===== config.mk =====
export PLATFORM = sky130hd
export DESIGN_NAME = music_macro_string_player
export DESIGN_NICKNAME = d
export VERILOG_FILES = /design/src/hdl/mmsp_pkg.sv /design/src/hdl/mmsp_datapath.sv /design/src/hdl/mmsp_ctrl.sv /design/src/hdl/music_macro_string_player.sv
export SDC_FILE = /design/constraint.sdc
export NUM_CORES = 1
export LEC_CHECK = 0
export BUFFER_PORTS_ARGS = -buffer_cell sky130_fd_sc_hd__clkbuf_2
export CAP_MARGIN = 20
export CORE_AREA = 2 2 205 307
export DETAILED_ROUTE_END_ITERATION = 10
export DIE_AREA = 0 0 207 309
export HOLD_SLACK_MARGIN = 0.05
export MAX_ROUTING_LAYER = met4
export SKIP_CTS_REPAIR_TIMING = 1
export SYNTH_ARGS = -nofsm -noshare
export SYNTH_HDL_FRONTEND = slang
export SYNTH_SLANG_ARGS = --single-unit

===== constraint.sdc =====
create_clock -name i_clk -period 15.2 [get_ports i_clk]
set_clock_uncertainty 0.05 [all_clocks]
set_input_delay 1.52 -clock i_clk [delete_from_list [all_inputs] [get_ports i_clk]]
set_output_delay 1.52 -clock i_clk [all_outputs]
set_load 0.02 [all_outputs]

===== src/hdl/mmsp_pkg.sv =====
`timescale 1ns / 1ps
package mmsp_pkg;

    localparam int MAX_DOTS = 4;

    typedef enum logic [2:0] {
        PH_IDLE     = 3'd0,
        PH_OCT      = 3'd1,
        PH_MODE     = 3'd2,
        PH_NUM      = 3'd3,
        PH_NOTE_ALT = 3'd4,
        PH_NOTE_LEN = 3'd5,
        PH_NOTE_DOT = 3'd6
    } t_phase;

    typedef enum logic [1:0] {
        CMD_NONE = 2'd0,
        CMD_L    = 2'd1,
        CMD_T    = 2'd2,
        CMD_N    = 2'd3
    } t_cmd;

    localparam logic [1:0] ART_NORMAL   = 2'd0;
    localparam logic [1:0] ART_LEGATO   = 2'd1;
    localparam logic [1:0] ART_STACCATO = 2'd2;

    localparam logic [1:0] ALT_NONE    = 2'd0;
    localparam logic [1:0] ALT_SHARP   = 2'd1;
    localparam logic [1:0] ALT_FLAT    = 2'd2;
    localparam logic [1:0] ALT_NATURAL = 2'd3;

    // controller states
    typedef enum logic [2:0] {
        S_IDLE  = 3'd0,
        S_PARSE = 3'd1,
        S_DIV   = 3'd2,
        S_DOTS  = 3'd3,
        S_OUT   = 3'd4,
        S_EOS   = 3'd5
    } t_state;

    // datapath sequencer states
    typedef enum logic [2:0] {
        D_IDLE = 3'd0,
        D_MUL  = 3'd1,
        D_ADD  = 3'd2,
        D_DIV  = 3'd3,
        D_DOT  = 3'd4,
        D_TONE = 3'd5
    } t_dstate;

    // note request from controller to datapath
    typedef struct packed {
        logic       start;
        logic [6:0] note;
        logic [9:0] len;
        logic [1:0] alt;
        logic [2:0] dots;
        logic       last;
    } t_play_cmd;

    typedef struct packed {
        logic busy;
    } t_play_sts;

    function automatic logic [12:0] freq_lookup(input logic signed [8:0] semi);
        logic [12:0] t [0:90];
        t = '{13'd33, 13'd35, 13'd37, 13'd39, 13'd41, 13'd44, 13'd46, 13'd49,
              13'd52, 13'd55, 13'd58, 13'd62, 13'd65, 13'd69, 13'd73, 13'd78,
              13'd82, 13'd87, 13'd92, 13'd98, 13'd104, 13'd110, 13'd117,
              13'd123, 13'd131, 13'd139, 13'd147, 13'd156, 13'd165, 13'd175,
              13'd185, 13'd196, 13'd208, 13'd220, 13'd233, 13'd247, 13'd262,
              13'd277, 13'd294, 13'd311, 13'd330, 13'd349, 13'd370, 13'd392,
              13'd415, 13'd440, 13'd466, 13'd494, 13'd523, 13'd554, 13'd587,
              13'd622, 13'd659, 13'd698, 13'd740, 13'd784, 13'd831, 13'd880,
              13'd932, 13'd988, 13'd1047, 13'd1109, 13'd1175, 13'd1245,
              13'd1319, 13'd1397, 13'd1480, 13'd1568, 13'd1661, 13'd1760,
              13'd1865, 13'd1976, 13'd2093, 13'd2217, 13'd2349, 13'd2489,
              13'd2637, 13'd2794, 13'd2960, 13'd3136, 13'd3322, 13'd3520,
              13'd3729, 13'd3951, 13'd4186, 13'd4435, 13'd4699, 13'd4978,
              13'd5274, 13'd5588, 13'd5920};
        if (semi >= 9'sd1 && semi <= 9'sd91) begin
            freq_lookup = t[7'(semi - 9'sd1)];
        end else begin
            freq_lookup = 13'd0;
        end
    endfunction

    function automatic logic [3:0] semis_from_c(input logic [2:0] idx);
        case (idx)
            3'd0:    semis_from_c = 4'd9;
            3'd1:    semis_from_c = 4'd11;
            3'd2:    semis_from_c = 4'd0;
            3'd3:    semis_from_c = 4'd2;
            3'd4:    semis_from_c = 4'd4;
            3'd5:    semis_from_c = 4'd5;
            3'd6:    semis_from_c = 4'd7;
            default: semis_from_c = 4'd0;
        endcase
    endfunction

endpackage


===== src/hdl/mmsp_datapath.sv =====
`timescale 1ns / 1ps
module mmsp_datapath (
    input  logic                 i_clk,
    input  logic                 i_rst_n,
    input  mmsp_pkg::t_play_cmd  i_cmd,
    input  logic [7:0]           i_tempo,
    input  logic [6:0]           i_default_length,
    input  logic [1:0]           i_art_mode,
    input  logic [1:0]           i_global_alt,
    output mmsp_pkg::t_play_sts  o_sts,
    output logic                 o_valid,
    input  logic                 i_ready,
    output logic [12:0]          o_frequency_hz,
    output logic [15:0]          o_tone_ms,
    output logic [15:0]          o_note_ms,
    output logic signed [7:0]    o_note_number,
    output logic                 o_end_of_run
);
    import mmsp_pkg::*;

    t_dstate            r_st;
    logic [17:0]        r_div;
    logic [25:0]        r_rem;
    logic [25:0]        r_quo;
    logic [4:0]         r_cnt;
    logic [2:0]         r_dots;
    logic [23:0]        r_d;
    logic signed [8:0]  r_semi;
    logic [9:0]         r_len;
    logic               r_last;
    logic [7:0]         r_tempo;
    logic [1:0]         r_art;
    logic               r_valid;
    logic [12:0]        r_freq;
    logic [15:0]        r_tone;
    logic [15:0]        r_note;
    logic signed [7:0]  r_nnum;
    logic               r_eor;

    logic signed [8:0]  n_semi;
    logic [26:0]        n_trial;
    logic [26:0]        n_dot;
    logic [26:0]        n_tone;
    logic [16:0]        n_ms;

    // semitone after alterations
    always_comb begin
        n_semi = 9'($signed({2'b0, i_cmd.note}));
        if (i_cmd.alt != ALT_NATURAL) begin
            if (i_global_alt == ALT_SHARP) n_semi = n_semi + 9'sd1;
            else if (i_global_alt == ALT_FLAT) n_semi = n_semi - 9'sd1;
            if (i_cmd.alt == ALT_SHARP) n_semi = n_semi + 9'sd1;
            else if (i_cmd.alt == ALT_FLAT) n_semi = n_semi - 9'sd1;
        end
    end

    // restoring divide step, dot scale, rounding
    always_comb begin
        n_trial = {r_rem, r_quo[25]} - {9'd0, r_div};
        n_dot   = ({3'd0, r_d} + {2'd0, r_d, 1'b0}) >> 1;
        case (r_art)
            ART_LEGATO:   n_tone = ({3'd0, r_d} + 27'd128) >> 8;
            ART_STACCATO: n_tone = ({1'b0, r_d, 2'd0} - {3'd0, r_d} + 27'd512) >> 10;
            default:      n_tone = ({r_d, 3'd0} - {3'd0, r_d} + 27'd1024) >> 11;
        endcase
        n_ms = 17'(({3'd0, r_d} + 27'd128) >> 8);
    end

    always_ff @(posedge i_clk) begin
        if (!i_rst_n) begin
            r_st    <= D_IDLE;
            r_valid <= 1'b0;
        end else begin
            if (r_valid && i_ready) r_valid <= 1'b0;
            case (r_st)
                D_IDLE: begin
                    // settings are taken with the request
                    if (i_cmd.start) begin
                        r_semi  <= n_semi;
                        r_len   <= (i_cmd.len == 10'd0) ? {3'd0, i_default_length}
                                                        : i_cmd.len;
                        r_dots  <= i_cmd.dots;
                        r_last  <= i_cmd.last;
                        r_tempo <= i_tempo;
                        r_art   <= i_art_mode;
                        r_st    <= D_MUL;
                    end
                end
                D_MUL: begin
                    // tempo times length, zero counts as one
                    r_div <= (r_tempo == 8'd0 || r_len == 10'd0) ? 18'd1
                             : {10'd0, r_tempo} * {8'd0, r_len};
                    r_st  <= D_ADD;
                end
                D_ADD: begin
                    // half the divisor added to the dividend for rounding
                    r_quo <= 26'd61440000 + {9'd0, r_div[17:1]};
                    r_rem <= 26'd0;
                    r_cnt <= 5'd0;
                    r_st  <= D_DIV;
                end
                D_DIV: begin
                    // one quotient bit per cycle, 26 steps
                    if (!n_trial[26]) r_rem <= n_trial[25:0];
                    else r_rem <= {r_rem[24:0], r_quo[25]};
                    r_quo <= {r_quo[24:0], ~n_trial[26]};
                    r_cnt <= r_cnt + 5'd1;
                    if (r_cnt == 5'd25) r_st <= D_DOT;
                end
                D_DOT: begin
                    if (r_cnt == 5'd26) begin
                        // quotient fits 26 bits, clamp to 24
                        r_d   <= (r_quo > 26'hFFFFFF) ? 24'hFFFFFF : r_quo[23:0];
                        r_cnt <= 5'd0;
                    end else if (r_dots != 3'd0) begin
                        r_d    <= (n_dot > 27'hFFFFFF) ? 24'hFFFFFF : n_dot[23:0];
                        r_dots <= r_dots - 3'd1;
                    end else begin
                        r_st <= D_TONE;
                    end
                end
                D_TONE: begin
                    if (!r_valid) begin
                        r_freq  <= freq_lookup(r_semi);
                        r_tone  <= (n_tone > 27'd65535) ? 16'hFFFF : n_tone[15:0];
                        r_note  <= n_ms[16] ? 16'hFFFF : n_ms[15:0];
                        r_nnum  <= r_semi[7:0];
                        r_eor   <= r_last;
                        r_valid <= 1'b1;
                        r_st    <= D_IDLE;
                    end
                end
                default: r_st <= D_IDLE;
            endcase
        end
    end

    assign o_sts.busy     = (r_st != D_IDLE);
    assign o_valid        = r_valid;
    assign o_frequency_hz = r_freq;
    assign o_tone_ms      = r_tone;
    assign o_note_ms      = r_note;
    assign o_note_number  = r_nnum;
    assign o_end_of_run   = r_eor;

    a_busy_start: assert property (@(posedge i_clk) disable iff (!i_rst_n)
        (r_st == D_IDLE && i_cmd.start) |=> r_st == D_MUL) else $error("start lost");
    a_dots_cap: assert property (@(posedge i_clk) disable iff (!i_rst_n)
        r_st == D_DOT |-> r_dots <= 3'(MAX_DOTS)) else $error("dots");
    a_div_nz: assert property (@(posedge i_clk) disable iff (!i_rst_n)
        r_st == D_DIV |-> r_div != 18'd0) else $error("zero divisor");
endmodule


===== src/hdl/mmsp_ctrl.sv =====
`timescale 1ns / 1ps
module mmsp_ctrl (
    input  logic                 i_clk,
    input  logic                 i_rst_n,
    input  logic                 i_valid,
    output logic                 o_ready,
    input  logic [7:0]           i_char_code,
    input  logic                 i_end_of_string,
    input  mmsp_pkg::t_play_sts  i_sts,
    output mmsp_pkg::t_play_cmd  o_cmd,
    output logic [7:0]           o_tempo,
    output logic [6:0]           o_default_length,
    output logic [1:0]           o_art_mode,
    output logic [1:0]           o_global_alt
);
    import mmsp_pkg::*;

    t_state      r_state, n_state;
    logic [7:0]  r_c;
    logic        r_eos;
    logic [2:0]  r_octave;
    logic [6:0]  r_dlen;
    logic [7:0]  r_tempo;
    logic [1:0]  r_art;
    logic [1:0]  r_galt;
    logic [6:0]  r_note;
    t_phase      r_ph;
    t_cmd        r_pcmd;
    logic [9:0]  r_acc;
    logic [2:0]  r_dots;
    logic [1:0]  r_lalt;
    logic        r_halt;
    logic        r_pend;
    t_play_cmd   r_pc;
    t_play_cmd   r_pc2;

    // next values from the parse step
    logic [2:0]  n_octave;
    logic [6:0]  n_dlen;
    logic [7:0]  n_tempo;
    logic [1:0]  n_art, n_galt;
    logic [6:0]  n_note;
    t_phase      n_ph;
    t_cmd        n_pcmd;
    logic [9:0]  n_acc;
    logic [2:0]  n_dots;
    logic [1:0]  n_lalt;
    logic        n_halt;
    logic        p1, p2;
    t_play_cmd   c1, c2;

    logic [7:0]  c;
    logic        digit;
    logic [13:0] acc_mul;

    // one parse step, up to two note requests
    always_comb begin
        logic do_fin, do_disp, eos;
        logic [6:0] fnote;
        c = (r_c >= 8'h61 && r_c <= 8'h7A) ? r_c - 8'd32 : r_c;
        eos = r_eos || (c == 8'd0);
        digit = (c >= 8'h30 && c <= 8'h39);
        acc_mul = 14'({r_acc, 3'd0}) + 14'({r_acc, 1'b0}) + 14'(c - 8'h30);
        n_octave = r_octave; n_dlen = r_dlen; n_tempo = r_tempo;
        n_art = r_art; n_galt = r_galt; n_note = r_note; n_ph = r_ph;
        n_pcmd = r_pcmd; n_acc = r_acc; n_dots = r_dots; n_lalt = r_lalt;
        n_halt = r_halt;
        p1 = 1'b0; p2 = 1'b0; c1 = '0; c2 = '0;
        do_fin = 1'b0; do_disp = 1'b0; fnote = r_note;
        if (c != 8'd0 && !r_halt) begin
            case (r_ph)
                PH_OCT: begin
                    if (c >= 8'h30 && c <= 8'h37) n_octave = c[2:0];
                    else n_halt = 1'b1;
                    n_ph = PH_IDLE;
                end
                PH_MODE: begin
                    case (c)
                        8'h4C: n_art = ART_LEGATO;
                        8'h4E: n_art = ART_NORMAL;
                        8'h53: n_art = ART_STACCATO;
                        8'h23, 8'h2B: n_galt = ALT_SHARP;
                        8'h2D: n_galt = ALT_FLAT;
                        8'h27: n_galt = ALT_NONE;
                        default: n_halt = 1'b1;
                    endcase
                    n_ph = PH_IDLE;
                end
                PH_NUM: begin
                    if (digit) n_acc = (acc_mul > 14'd999) ? 10'd999 : acc_mul[9:0];
                    else begin do_fin = 1'b1; do_disp = 1'b1; end
                end
                PH_NOTE_ALT, PH_NOTE_LEN, PH_NOTE_DOT: begin
                    if (r_ph == PH_NOTE_ALT &&
                        (c == 8'h23 || c == 8'h2B || c == 8'h2D || c == 8'h27)) begin
                        n_lalt = (c == 8'h2D) ? ALT_FLAT :
                                 (c == 8'h27) ? ALT_NATURAL : ALT_SHARP;
                        n_ph = PH_NOTE_LEN;
                    end else if (r_ph != PH_NOTE_DOT && digit) begin
                        n_acc = (acc_mul > 14'd999) ? 10'd999 : acc_mul[9:0];
                        n_ph = PH_NOTE_LEN;
                    end else if (c == 8'h2E) begin
                        if (r_dots < 3'(MAX_DOTS)) n_dots = r_dots + 3'd1;
                        n_ph = PH_NOTE_DOT;
                    end else begin
                        do_fin = 1'b1; do_disp = 1'b1;
                    end
                end
                default: do_disp = 1'b1;
            endcase
        end
        // finish of the pending command
        if (do_fin) begin
            if (r_ph == PH_NUM) begin
                if (r_pcmd == CMD_L && r_acc >= 10'd1 && r_acc <= 10'd64)
                    n_dlen = r_acc[6:0];
                else if (r_pcmd == CMD_T && r_acc >= 10'd32 && r_acc <= 10'd255)
                    n_tempo = r_acc[7:0];
                else if (r_pcmd == CMD_N && r_acc <= 10'd99) begin
                    n_note = r_acc[6:0];
                    p1 = 1'b1;
                    c1 = '{start: 1'b1, note: r_acc[6:0], len: 10'd0,
                           alt: ALT_NONE, dots: 3'd0, last: 1'b0};
                end
            end else begin
                p1 = 1'b1;
                c1 = '{start: 1'b1, note: r_note, len: r_acc, alt: r_lalt,
                       dots: r_dots, last: 1'b0};
            end
            n_ph = PH_IDLE; n_pcmd = CMD_NONE; n_acc = 10'd0;
            n_dots = 3'd0; n_lalt = ALT_NONE;
        end
        if (do_disp) begin
            n_ph = PH_IDLE; n_pcmd = CMD_NONE; n_acc = 10'd0;
            n_dots = 3'd0; n_lalt = ALT_NONE;
            case (c)
                8'h4F: n_ph = PH_OCT;
                8'h3C: if (r_octave > 3'd0) n_octave = r_octave - 3'd1;
                8'h3E: if (r_octave < 3'd7) n_octave = r_octave + 3'd1;
                8'h4D: n_ph = PH_MODE;
                8'h4C: begin n_ph = PH_NUM; n_pcmd = CMD_L; end
                8'h54: begin n_ph = PH_NUM; n_pcmd = CMD_T; end
                8'h4E: begin n_ph = PH_NUM; n_pcmd = CMD_N; end
                8'h50: begin n_note = 7'd0; n_ph = PH_NOTE_ALT; end
                default: begin
                    if (c >= 8'h41 && c <= 8'h47) begin
                        n_note = 7'(7'd1 + 7'(n_octave) * 7'd12
                                 + 7'(semis_from_c(3'(c - 8'h41))));
                        n_ph = PH_NOTE_ALT;
                    end
                end
            endcase
        end
        // end of string flushes the freshly updated parse state
        if (eos) begin
            if (!n_halt) begin
                fnote = n_note;
                if (n_ph == PH_NUM) begin
                    if (n_pcmd == CMD_L && n_acc >= 10'd1 && n_acc <= 10'd64)
                        n_dlen = n_acc[6:0];
                    else if (n_pcmd == CMD_T && n_acc >= 10'd32 && n_acc <= 10'd255)
                        n_tempo = n_acc[7:0];
                    else if (n_pcmd == CMD_N && n_acc <= 10'd99) begin
                        n_note = n_acc[6:0];
                        p2 = 1'b1;
                        c2 = '{start: 1'b1, note: n_acc[6:0], len: 10'd0,
                               alt: ALT_NONE, dots: 3'd0, last: 1'b0};
                    end
                end else if (n_ph == PH_NOTE_ALT || n_ph == PH_NOTE_LEN ||
                             n_ph == PH_NOTE_DOT) begin
                    p2 = 1'b1;
                    c2 = '{start: 1'b1, note: fnote, len: n_acc, alt: n_lalt,
                           dots: n_dots, last: 1'b0};
                end
            end
            n_ph = PH_IDLE; n_pcmd = CMD_NONE; n_acc = 10'd0;
            n_dots = 3'd0; n_lalt = ALT_NONE; n_halt = 1'b0;
        end
        if (p2) c2.last = 1'b1;
        else if (p1) c1.last = 1'b1;
    end

    always_ff @(posedge i_clk) begin
        if (!i_rst_n) begin
            r_state <= S_IDLE;
            r_octave <= 3'd4; r_dlen <= 7'd4; r_tempo <= 8'd120;
            r_art <= ART_NORMAL; r_galt <= ALT_NONE; r_note <= 7'd0;
            r_ph <= PH_IDLE; r_pcmd <= CMD_NONE; r_acc <= 10'd0;
            r_dots <= 3'd0; r_lalt <= ALT_NONE; r_halt <= 1'b0;
            r_pend <= 1'b0;
        end else begin
            r_state <= n_state;
            if (r_state == S_IDLE && i_valid) begin
                r_c <= i_char_code; r_eos <= i_end_of_string;
            end
            if (r_state == S_PARSE) begin
                r_octave <= n_octave; r_dlen <= n_dlen; r_tempo <= n_tempo;
                r_art <= n_art; r_galt <= n_galt; r_note <= n_note;
                r_ph <= n_ph; r_pcmd <= n_pcmd; r_acc <= n_acc;
                r_dots <= n_dots; r_lalt <= n_lalt; r_halt <= n_halt;
                r_pend <= p1 && p2;
                r_pc   <= p1 ? c1 : c2;
                r_pc2  <= c2;
            end else if (r_state == S_DIV && !i_sts.busy && r_pend) begin
                r_pc   <= r_pc2;
                r_pend <= 1'b0;
            end
        end
    end

    // second request is held until the datapath frees
    always_comb begin
        n_state = r_state;
        o_cmd = r_pc;
        o_cmd.start = 1'b0;
        case (r_state)
            S_IDLE:  if (i_valid) n_state = S_PARSE;
            S_PARSE: n_state = S_DOTS;
            S_DOTS: begin
                if (r_pc.start) begin
                    if (!i_sts.busy) begin
                        o_cmd.start = 1'b1;
                        n_state = S_DIV;
                    end
                end else n_state = S_IDLE;
            end
            S_DIV: if (!i_sts.busy) n_state = r_pend ? S_OUT : S_IDLE;
            S_OUT: if (!i_sts.busy) begin
                o_cmd.start = 1'b1;
                n_state = S_EOS;
            end
            S_EOS: n_state = S_IDLE;
            default: n_state = S_IDLE;
        endcase
    end

    assign o_ready          = (r_state == S_IDLE);
    assign o_tempo          = r_tempo;
    assign o_default_length = r_dlen;
    assign o_art_mode       = r_art;
    assign o_global_alt     = r_galt;

    a_acc_cap: assert property (@(posedge i_clk) disable iff (!i_rst_n)
        r_acc <= 10'd999) else $error("accumulator");
    a_dots: assert property (@(posedge i_clk) disable iff (!i_rst_n)
        r_dots <= 3'(MAX_DOTS)) else $error("dots");
    a_parse: assert property (@(posedge i_clk) disable iff (!i_rst_n)
        r_state == S_PARSE |=> r_state == S_DOTS) else $error("parse");
endmodule


===== src/hdl/music_macro_string_player.sv =====
`timescale 1ns / 1ps
// Music-macro string player: one character per request, notes out as
// frequency, tone and note times. Each note runs through the bit-serial
// divider (26 steps) and then one scaling step per dot. Tempo and
// articulation are taken when a note is handed to the divider.
module music_macro_string_player (
    input  logic               i_clk,
    input  logic               i_rst_n,
    input  logic               i_valid,
    output logic               o_ready,
    input  logic [7:0]         i_char_code,
    input  logic               i_end_of_string,
    output logic               o_valid,
    input  logic               i_ready,
    output logic [12:0]        o_frequency_hz,
    output logic [15:0]        o_tone_ms,
    output logic [15:0]        o_note_ms,
    output logic signed [7:0]  o_note_number,
    output logic               o_end_of_run
);
    import mmsp_pkg::*;

    t_play_cmd  w_cmd;
    t_play_sts  w_sts;
    logic [7:0] w_tempo;
    logic [6:0] w_dlen;
    logic [1:0] w_art, w_galt;

    mmsp_ctrl u_ctrl (
        .i_clk, .i_rst_n, .i_valid, .o_ready, .i_char_code, .i_end_of_string,
        .i_sts(w_sts), .o_cmd(w_cmd), .o_tempo(w_tempo),
        .o_default_length(w_dlen), .o_art_mode(w_art), .o_global_alt(w_galt)
    );

    mmsp_datapath u_dp (
        .i_clk, .i_rst_n, .i_cmd(w_cmd), .i_tempo(w_tempo),
        .i_default_length(w_dlen), .i_art_mode(w_art), .i_global_alt(w_galt),
        .o_sts(w_sts), .o_valid, .i_ready, .o_frequency_hz, .o_tone_ms,
        .o_note_ms, .o_note_number, .o_end_of_run
    );
endmodule

==> metrics.cfg <==
[power]
p_total_mw = 2.052
power_density_nw_per_um2 = 77.42
peakVddDrop_uv = 76.19
leakage_nw = 10.54

[grt]
grt_pass1_vias = 20360
grt_first_pass_wirelength_um = 108400
grt_use_total_pct = 21.57
antenna_found_initial = 0
grt_max_degree = 74
grt_overflow_total = 0

[setup_path]
crit_path_start = u_ctrl.r_c[1]$_DFFE_PP_
cp_slowest_cell = edfxtp_1
path_max_fanout = 22
ff2ff_path_depth = 19
setup.worst_path.start_class = flip-flop
slowest_delay_ns = 0.84
crit_path_end_kind = flip-flop
cp_data_required_time_ns = 15.45
path_cells = or2_2 > o221a_4 > a41o_1 > nor2b_1 > fa_1 > ha_1 > a21oi_1 > a21oi_1 > a22oi_1 > nand3_1 > a32oi_1 > a41oi_1 > o2bb2ai_1 > o311a_1 > nor3_4 > nor2_1 > ha_1 > nand2_1 > nand2_1
crit_arrival_ns = 7.26
path_class = reg -> reg
r2r-end = u_ctrl.o_cmd[0]$_DFFE_PP_
r2r_slack_ns = 8.19
r2r_start = u_ctrl.r_c[1]$_DFFE_PP_

[clock_tree]
h-tree-depth = 2
clkSlewWorstSetupHoldPaths_ns = 0.06
cts_tree = done
root_buffer = clkbuf_16
clock_path_buffers = 3
clkLatencyLatePin_ns = 0.56
clock_sinks = 300
cts_made_buffers = 34

[placed_design]
dpl.hpwl_um = 51880
dpl_cell_area_um2 = 25370
placed_cells = 3420
place_congestion = 0.9196
dp_slack_ns = 8.295
port_buffers = 68

[final_layout]
syn2layout_area_growth_pct = 9.122
utilization_pct = 43.38
num_antenna_cells = 0
drive_above_1_share_pct = 8.550
nNetsFinal = 2966
fill_cells = 6046
fin_cells = 3481
multiInputGateArea_um2 = 14670
seqCellArea_um2 = 8428
fin_area_um2 = 26510

[logic_synthesis]
netlist_top_cells_area = edfxtp_1 (30%), ha_1 (12%), fa_1 (4.9%), dfxtp_1 (4.8%), nor2_1 (4.3%)
synth_nets = 2970
syn_area_per_cell_um2 = 9.102
synth-seq-area-share_pct = 34.69
yosys.area.top_type = edfxtp_1
post_synth_instance_area_um2 = 24290
synth_cells = 2669
synth-edff-count = 242
ys_ff_latch = 300
async_reset_ff_share_pct = 0
ys.flop_type = edfxtp_1
synthTopCellsByCount = nor2_1 (276), edfxtp_1 (242), nand2_1 (235), ha_1 (228), inv_1 (188)
yosys.cell_types.count = 98
synth_warnings = 0
synth_most_common_cell = nor2_1
netlist.area_leader.share_pct = 29.92

[detailed_routing]
num_vias = 20070
drtIter0Drc = 1233
dr.pass1.iters = 5
drt-total-wl_um = 68020
route.detailed.drc = 0
post_drt_wl_per_cell_um = 19.54
via_per_inst = 5.767
antenna_left = 0

[floorplan]
io_pins = 69
die_y_um = 309
start_util_pct = 39.75
die_w_um = 207
core_um2 = 61110
rows = 111
die-area_um2 = 63960

[sta]
hold_viol = 0
rsz0062_at_grt = false
whs_ns = 0.3695
post-route-min-period_ns = 7.010
finalMaxSlewViolations = 0
fmax_mhz = 142.7
worst_slack_ns = 8.190
fin_tns_setup_ns = 0
period_share_pct = 46.12
tightest_slew_ns = 1.034
relSlewSlack_pct = 30.50
final-setup-viol-count = 0

[min_path]
holdPathStages = 0
hold_start = u_ctrl.o_cmd[0]$_DFFE_PP_
hold_path.class = reg -> reg
min_to = u_dp.r_last$_DFFE_PP_

[flow_run]
drv_cap = 0

[status]
run_status = finished clean

==> routing by layer <==
layer | vias up | track usage (%) | share of wire (%)
met5 | - | - | 0
met4 | 0 | 10.45 | 5.0
met3 | 158 | 2.041 | 3.1
met2 | 501 | 41.46 | 54
met1 | 9800 | 21.75 | 38
li1 | 9615 | - | -
==> cells in the final DEF, fill, tap and decap left out, types with 27 or more instances in the layout <==
cell type | synthesis | final
a211oi_1 | 33 | 33
a21o_1 | 36 | 36
a21oi_1 | 171 | 170
a31oi_1 | 38 | 38
and2_1 | 67 | 67
buf_4 | 2 | 29
clkbuf_16 | 0 | 34
clkbuf_2 | 0 | 68
dfxtp_1 | 58 | 58
edfxtp_1 | 242 | 242
fa_1 | 60 | 60
ha_1 | 228 | 228
inv_1 | 188 | 188
mux2i_1 | 41 | 41
nand2_1 | 235 | 234
nand2b_1 | 31 | 31
nand3_1 | 58 | 58
nor2_1 | 276 | 276
nor2b_1 | 27 | 27
nor3_1 | 66 | 63
o211ai_1 | 31 | 31
o21ai_0 | 126 | 126
xnor2_1 | 94 | 92
xor2_1 | 32 | 31
==> layout make-up <==
cell class / count / share of cell area [%]
Tap cell: 791 / 3.734
Sequential cell: 300 / 31.79
Clock buffer: 41 / 3.309
Timing Repair Buffer: 98 / 2.148
Clock inverter: 20 / 0.9865
Inverter: 191 / 2.705
Multi-Input combinational cell: 2040 / 55.32
==> logic make-up after synthesis <==
| logic type | synth area share, % |
|---|---|
| AOI/OAI and AO/OA | 18.36 |
| xor gates and xnor gates | 4.543 |
| adders and majority gates | 16.69 |
| buffers and inverters | 5.146 |
| DFF | 34.69 |
| muxes | 2.987 |
| and+or+nand+nor | 17.58 |
==> where the power goes <==
| part | internal [mW] | switching [mW] | total (mW) | leakage, nW |
|---|---|---|---|---|
| registers | 0.908 | 0.0195 | 0.928 | 2.66 |
| logic | 0.101 | 0.161 | 0.263 | 7.34 |
| clock network | 0.503 | 0.359 | 0.862 | 0.540 |
==> worst max-delay path, delay by kind of cell, from the launching register on <==
family | cells | cell delay (ns)
simple gates | 7 | 1.88
compound gates | 9 | 2.74
flops | 1 | 0.84
fa+ha+maj | 3 | 1.23
==> worst max path at each step <==
stage / to / cells after the start
global route: u_ctrl.r_pend$_SDFFE_PN0N_ / 21
finish: u_ctrl.o_cmd[0]$_DFFE_PP_ / 19
detailed placement: u_ctrl.o_cmd[0]$_DFFE_PP_ / 19
CTS: u_ctrl.o_cmd[0]$_DFFE_PP_ / 19
floorplan: u_dp.r_quo[0]$_DFFE_PP_ / 3
global placement: u_ctrl.o_cmd[0]$_DFFE_PP_ / 19
==> flip-flops by register name (all words and copies together) (netlist names), 10 cells and up <==
signal and count:
u_ctrl.o_cmd 23, u_ctrl.r_acc 10, u_ctrl.r_pc2 23, u_dp.o_frequency_hz 13, u_dp.o_note_ms 16, u_dp.o_tone_ms 16, u_dp.r_d 24, u_dp.r_div 18
u_dp.r_len 10, u_dp.r_quo 26, u_dp.r_rem 26
Power figures use the tool's default switching activity.
